[src/rtl/simt_pkg.sv]
// Shared constants, codes and types of the sorted interval merge table.
package simt_pkg;

    localparam int TABLE_DEPTH_DEF = 64;
    localparam int POS_WIDTH_DEF   = 16;

    localparam int CMD_W    = 2;
    localparam int INDEX_W  = 6;
    localparam int STATUS_W = 3;
    localparam int COUNT_W  = 7;

    localparam logic [CMD_W-1:0] CMD_INSERT = 2'd0;
    localparam logic [CMD_W-1:0] CMD_READ   = 2'd1;
    localparam logic [CMD_W-1:0] CMD_CLEAR  = 2'd2;

    localparam logic [STATUS_W-1:0] ST_NEW     = 3'd0;
    localparam logic [STATUS_W-1:0] ST_MERGED  = 3'd1;
    localparam logic [STATUS_W-1:0] ST_INVALID = 3'd2;
    localparam logic [STATUS_W-1:0] ST_FULL    = 3'd3;
    localparam logic [STATUS_W-1:0] ST_DONE    = 3'd4;

    // broadcast to every cell
    typedef enum logic [1:0] {
        OP_HOLD,
        OP_INSERT,
        OP_MERGE_START,
        OP_MERGE_STEP
    } cell_op_t;

    // per-cell compare results, also read by the neighbor above
    typedef struct packed {
        logic r;      // valid and right >= a
        logic hit;    // overlaps [a, b]
        logic first;  // lowest overlapping cell
        logic ge;     // empty or left > b: at or above the insert slot
        logic ovl;    // marked cell overlaps its upper neighbor
        logic mark;   // holds the merged interval
    } cell_flags_t;

endpackage

[src/rtl/simt_cell.sv]
// One table slot: holds an interval, compares it and moves data to/from its neighbors.
module simt_cell #(
    parameter int POS_WIDTH = simt_pkg::POS_WIDTH_DEF
) (
    input  logic                  clk,
    input  logic                  rst_n,
    input  simt_pkg::cell_op_t    op,
    input  logic [POS_WIDTH-1:0]  a,
    input  logic [POS_WIDTH-1:0]  b,
    input  logic                  valid,
    input  logic                  next_valid,
    input  logic [POS_WIDTH-1:0]  prev_left,
    input  logic [POS_WIDTH-1:0]  prev_right,
    input  logic [POS_WIDTH-1:0]  next_left,
    input  logic [POS_WIDTH-1:0]  next_right,
    input  simt_pkg::cell_flags_t prev_flags,
    output simt_pkg::cell_flags_t flags,
    output logic [POS_WIDTH-1:0]  left,
    output logic [POS_WIDTH-1:0]  right
);
    import simt_pkg::*;

    logic [POS_WIDTH-1:0] left_reg;
    logic [POS_WIDTH-1:0] left_next;
    logic [POS_WIDTH-1:0] right_reg;
    logic [POS_WIDTH-1:0] right_next;
    logic                 mark_reg;
    logic                 mark_next;
    logic                 beyond_reg;
    logic                 beyond_next;
    logic                 ins_slot;

    always_comb
    begin
        flags.r     = valid && (right_reg >= a);
        flags.hit   = flags.r && (left_reg <= b);
        flags.first = flags.hit && !prev_flags.r;
        flags.ge    = !valid || (left_reg > b);
        flags.ovl   = mark_reg && next_valid && (next_left <= right_reg);
        flags.mark  = mark_reg;
        ins_slot    = flags.ge && !prev_flags.ge;
    end

    always_comb
    begin
        left_next   = left_reg;
        right_next  = right_reg;
        mark_next   = mark_reg;
        beyond_next = beyond_reg;
        case (op)
            OP_INSERT:
            begin
                if (ins_slot)
                begin
                    left_next  = a;
                    right_next = b;
                end
                else if (prev_flags.ge)
                begin
                    left_next  = prev_left;
                    right_next = prev_right;
                end
            end
            OP_MERGE_START:
            begin
                mark_next   = flags.first;
                beyond_next = prev_flags.r;
                if (flags.first)
                begin
                    left_next  = (left_reg < a) ? left_reg : a;
                    right_next = (right_reg > b) ? right_reg : b;
                end
            end
            OP_MERGE_STEP:
            begin
                // marked cell absorbs its upper neighbor, everything above moves down
                if (mark_reg)
                begin
                    right_next = (next_right > right_reg) ? next_right : right_reg;
                end
                else if (beyond_reg)
                begin
                    left_next  = next_left;
                    right_next = next_right;
                end
            end
            default:
            begin
            end
        endcase
    end

    always_ff @(posedge clk)
    begin
        left_reg  <= left_next;
        right_reg <= right_next;
    end

    always_ff @(posedge clk or negedge rst_n)
    begin
        if (!rst_n)
        begin
            mark_reg   <= 1'b0;
            beyond_reg <= 1'b0;
        end
        else
        begin
            mark_reg   <= mark_next;
            beyond_reg <= beyond_next;
        end
    end

    assign left  = left_reg;
    assign right = right_reg;

endmodule
[config.mk]
export PLATFORM = sky130hd
export DESIGN_NAME = simt_cell
export DESIGN_NICKNAME = d
export VERILOG_FILES = /design/src/rtl/simt_pkg.sv /design/src/rtl/simt_cell.sv
export SDC_FILE = /design/constraint.sdc
export NUM_CORES = 1
export LEC_CHECK = 0
export BUFFER_PORTS_ARGS = -buffer_cell sky130_fd_sc_hd__clkbuf_2
export CORE_UTILIZATION = 50
export DETAILED_ROUTE_END_ITERATION = 7
export GPL_TIMING_DRIVEN = 0
export PLACE_DENSITY = 0.9
export SYNTH_ARGS = -nofsm -noshare
export SYNTH_HDL_FRONTEND = slang
export SYNTH_SLANG_ARGS = --single-unit
export TNS_END_PERCENT = 5
[constraint.sdc]
create_clock -name clk -period 4.35 [get_ports clk]
set_input_delay 0.87 -clock clk [delete_from_list [all_inputs] [get_ports clk]]
set_output_delay 0.87 -clock clk [all_outputs]
set_load 0.02 [all_outputs]
==> run_results.csv <==
group,metric,value,unit
drt,wl_per_cell,19.0,µm
place,pre_cts_ws,131,ps
clocking,clk_latency,290,ps
logic_synthesis,synth_edf_count,32,
clocking,ctsRootBufferMaster,"clkbuf_8",
sta,rsz0062_at_grt,"no",
logic_synthesis,seq_area_frac_synth,22.7,%
final_layout,final_common_cell,"clkbuf_2",
sta,finClkSkew,2.76,ps
final_layout,area_growth,21.4,%
sta,period_share,93.4,%
sta,worst_slew_pin_slew,1090,ps
global_routing,antenna_found_initial,0,
drt,ant_nets,0,
floorplan,die_y,96.3,µm
drt,vias,4269,
sta,hold_violations,0,
final_layout,fin_area,5400,µm²
sta,max_freq,246,MHz
global_routing,grt_pass1_vias,4060,
setup_path,worstSetupEndpointType,"primary output",
clocking,numCtsBuffers,5,
power_and_ir_drop,vdd_drop_max,108,µV
final_layout,layout_common_cells,"clkbuf_2 (139), ha_1 (95), mux2i_1 (93)",
place,dpl-instance-area,5320,µm²
power_and_ir_drop,switching_share,39.8,%
logic_synthesis,syn_area,4450,µm²
sta,finalCriticalPeriod,4060,ps
global_routing,grt_pass1_wl,20000,µm
place,gp_congestion,0.950,
clocking,clk_pin_slew_worst_paths,80,ps
final_layout,drive_gt1_share,26.4,%
logic_synthesis,synthDistinctLibCells,48,
drt,drc,0,
global_routing,gr-usage-all-layers,29.2,%
final_layout,layout.nets,807,
sta,maxSlewViolCount,0,
power_and_ir_drop,leakage,2.91,nW
power_and_ir_drop,power_switching,0.000510,W
floorplan,ios,146,
drt,vias_per_cell,5.99,
floorplan,die_w,96.3,µm
logic_synthesis,synth-async-reset-ratio,5.88,%
logic_synthesis,synth_nets,660,
place,hpwlAfterDp,11400,µm
power_and_ir_drop,intPower,0.000770,W
logic_synthesis,yosys_warnings,0,
power_and_ir_drop,power_frac_seq,34.9,%
clocking,clock_path_buffers,2,
setup_path,worstPathRequired,3480,ps
clocking,cts_sinks,34,
global_routing,top_usage_layer,"met2",
setup_path,path_class,"in -> out",
sta,slew-limit-headroom,26.8,%
clocking,cts_hold_repair.buffers,0,
final_layout,antenna-diode-count,0,
clocking,post_cts_buffers,0,
drt,dr.pass1.iters,5,
global_routing,met1_usage,34.0,%
setup_path,r2r_setup_slack,640,ps
global_routing,use_met2,50.1,%
sta,fin_ws,287,ps
clocking,cts_tree,"done",
floorplan,start_util,51.2,%
logic_synthesis,synthFlopType,"edfxtp_1",
logic_synthesis,netlist_instances,457,
floorplan,die_area,9270,µm²
final_layout,stdcell_count,713,
floorplan,row_count,34,
sta,setup_violations,0,
setup_path,startpoint_type,"primary input",
place,dp_cells,705,
clocking,cts_resized,0,
drt,wirelength,13500,µm
global_routing,grt_overflow,0,
place,portBuffers,139,
drt,drtIter0Drc,254,
run_status,status,"complete, no violations",
power_and_ir_drop,power.density,237,nW/µm²
global_routing,met3_usage,4.42,%
power_and_ir_drop,combinationalPowerShare,45.9,%
logic_synthesis,avgSynthCellArea,9.73,µm²
clocking,h-tree-depth,2,
setup_path,cp_data_arrival_time,3190,ps
global_routing,grt_max_degree,17,
worst_hold_path,worstHoldPathType,"in -> async",
setup_path,crit_fanout,4,
floorplan,core_area,8680,µm²
job,max_cap_violations,0,
logic_synthesis,yosys_register_bits,34,
power_and_ir_drop,clockPowerShare,19.2,%
## power groups by stage
stage / Sequential, W / Combinational, W / Clock [W]
after detailed placement: 0.000453 / 0.000577 / 0
after floorplan: 0.000474 / 0.000338 / 0
after global placement: 0.000454 / 0.000541 / 0
after global routing: 0.000450 / 0.000649 / 0.000260
after CTS: 0.000446 / 0.000583 / 0.000251
final: 0.000447 / 0.000587 / 0.000246
## layout make-up
type / instances / area [µm²]
inverter: 54 / 203
tap: 108 / 135
fill: 741 / 3280
sequential: 34 / 1010
clock buffer: 8 / 80.1
multi-input combinational: 357 / 3170
buffer: 12 / 82.6
timing repair buffer: 140 / 711
## synth_stat cells (all sizes together), types with 2 or more instances
| cell | number | area [µm²] |
|---|---|---|
| nor2b | 7 | 43.8 |
| nor4 | 3 | 25.0 |
| a21oi | 31 | 163 |
| mux2i | 93 | 931 |
| o21a | 9 | 67.6 |
| buf | 4 | 52.6 |
| dfrtp | 2 | 50.1 |
| a21o | 5 | 37.5 |
| nor2 | 7 | 26.3 |
| o22ai | 2 | 12.5 |
| edfxtp | 32 | 961 |
| nand2 | 23 | 86.3 |
| o21bai | 2 | 15.0 |
| clkbuf | 8 | 30.0 |
| inv | 54 | 203 |
| and4 | 2 | 17.5 |
| nand2b | 2 | 12.5 |
| o21ai | 14 | 70.1 |
| a211oi | 7 | 52.6 |
| nand3 | 6 | 30.0 |
| or3 | 3 | 18.8 |
| nand4 | 16 | 100 |
| o31ai | 3 | 36.3 |
| ha | 95 | 1190 |
| o211ai | 5 | 37.5 |
| o311a | 2 | 21.3 |
| and3 | 2 | 12.5 |
| nor3 | 4 | 20.0 |
## path summary, 6_finish.rpt
check | from | to | cells past startpoint
max in group asynchronous | rst_n | beyond_reg$_DFFE_PN0P_ | 1
setup reg to reg | left[5]$_DFFE_PP_ | left[12]$_DFFE_PP_ | 7
min in group clk | beyond_reg$_DFFE_PN0P_ | beyond_reg$_DFFE_PN0P_ | 1
hold / removal | rst_n | mark_reg$_DFFE_PN0P_ | 1
hold reg to reg | beyond_reg$_DFFE_PN0P_ | beyond_reg$_DFFE_PN0P_ | 1
setup / recovery | b[5] | flags[3] | 10
## metal layers
layer	vias up	wire length (µm)
li1	2018	-
met1	1974	5610
met2	223	6340
met3	54	819
met4	0	748
met5	-	0
## cells by family (layout without fill, tap and decap cells)
family | Yosys count | after routing | share of synthesized area, %
fa+ha+maj | 95 | 95 | 26.7
mux | 94 | 94 | 21.2
compound gates | 89 | 89 | 13.5
simple gates | 79 | 79 | 9.46
buf+inv | 66 | 214 | 6.42
flops | 34 | 34 | 22.7
## through the flow
stage	setup TNS, ps	total power [W]	hold WS, ps	utilization (%)
global route	0	0.00136	341	62.2
global placement	-32250	0.000995	515	60.8
floorplan	0	0.000812	480	-
CTS	0	0.00128	343	62.2
detailed placement	0	0.00103	517	61.3
finish	0	0.00128	346	62.2
## worst max-delay path: stages
cell	delay (ps)
clkbuf_2	110
inv_1	60
ha_1	310
a21oi_2	170
o21ai_1	80
a221o_1	420
o31ai_1	470
nand3b_1	370
inv_1	130
clkbuf_2	180
No activity file was read; power rests on OpenSTA's default activity.
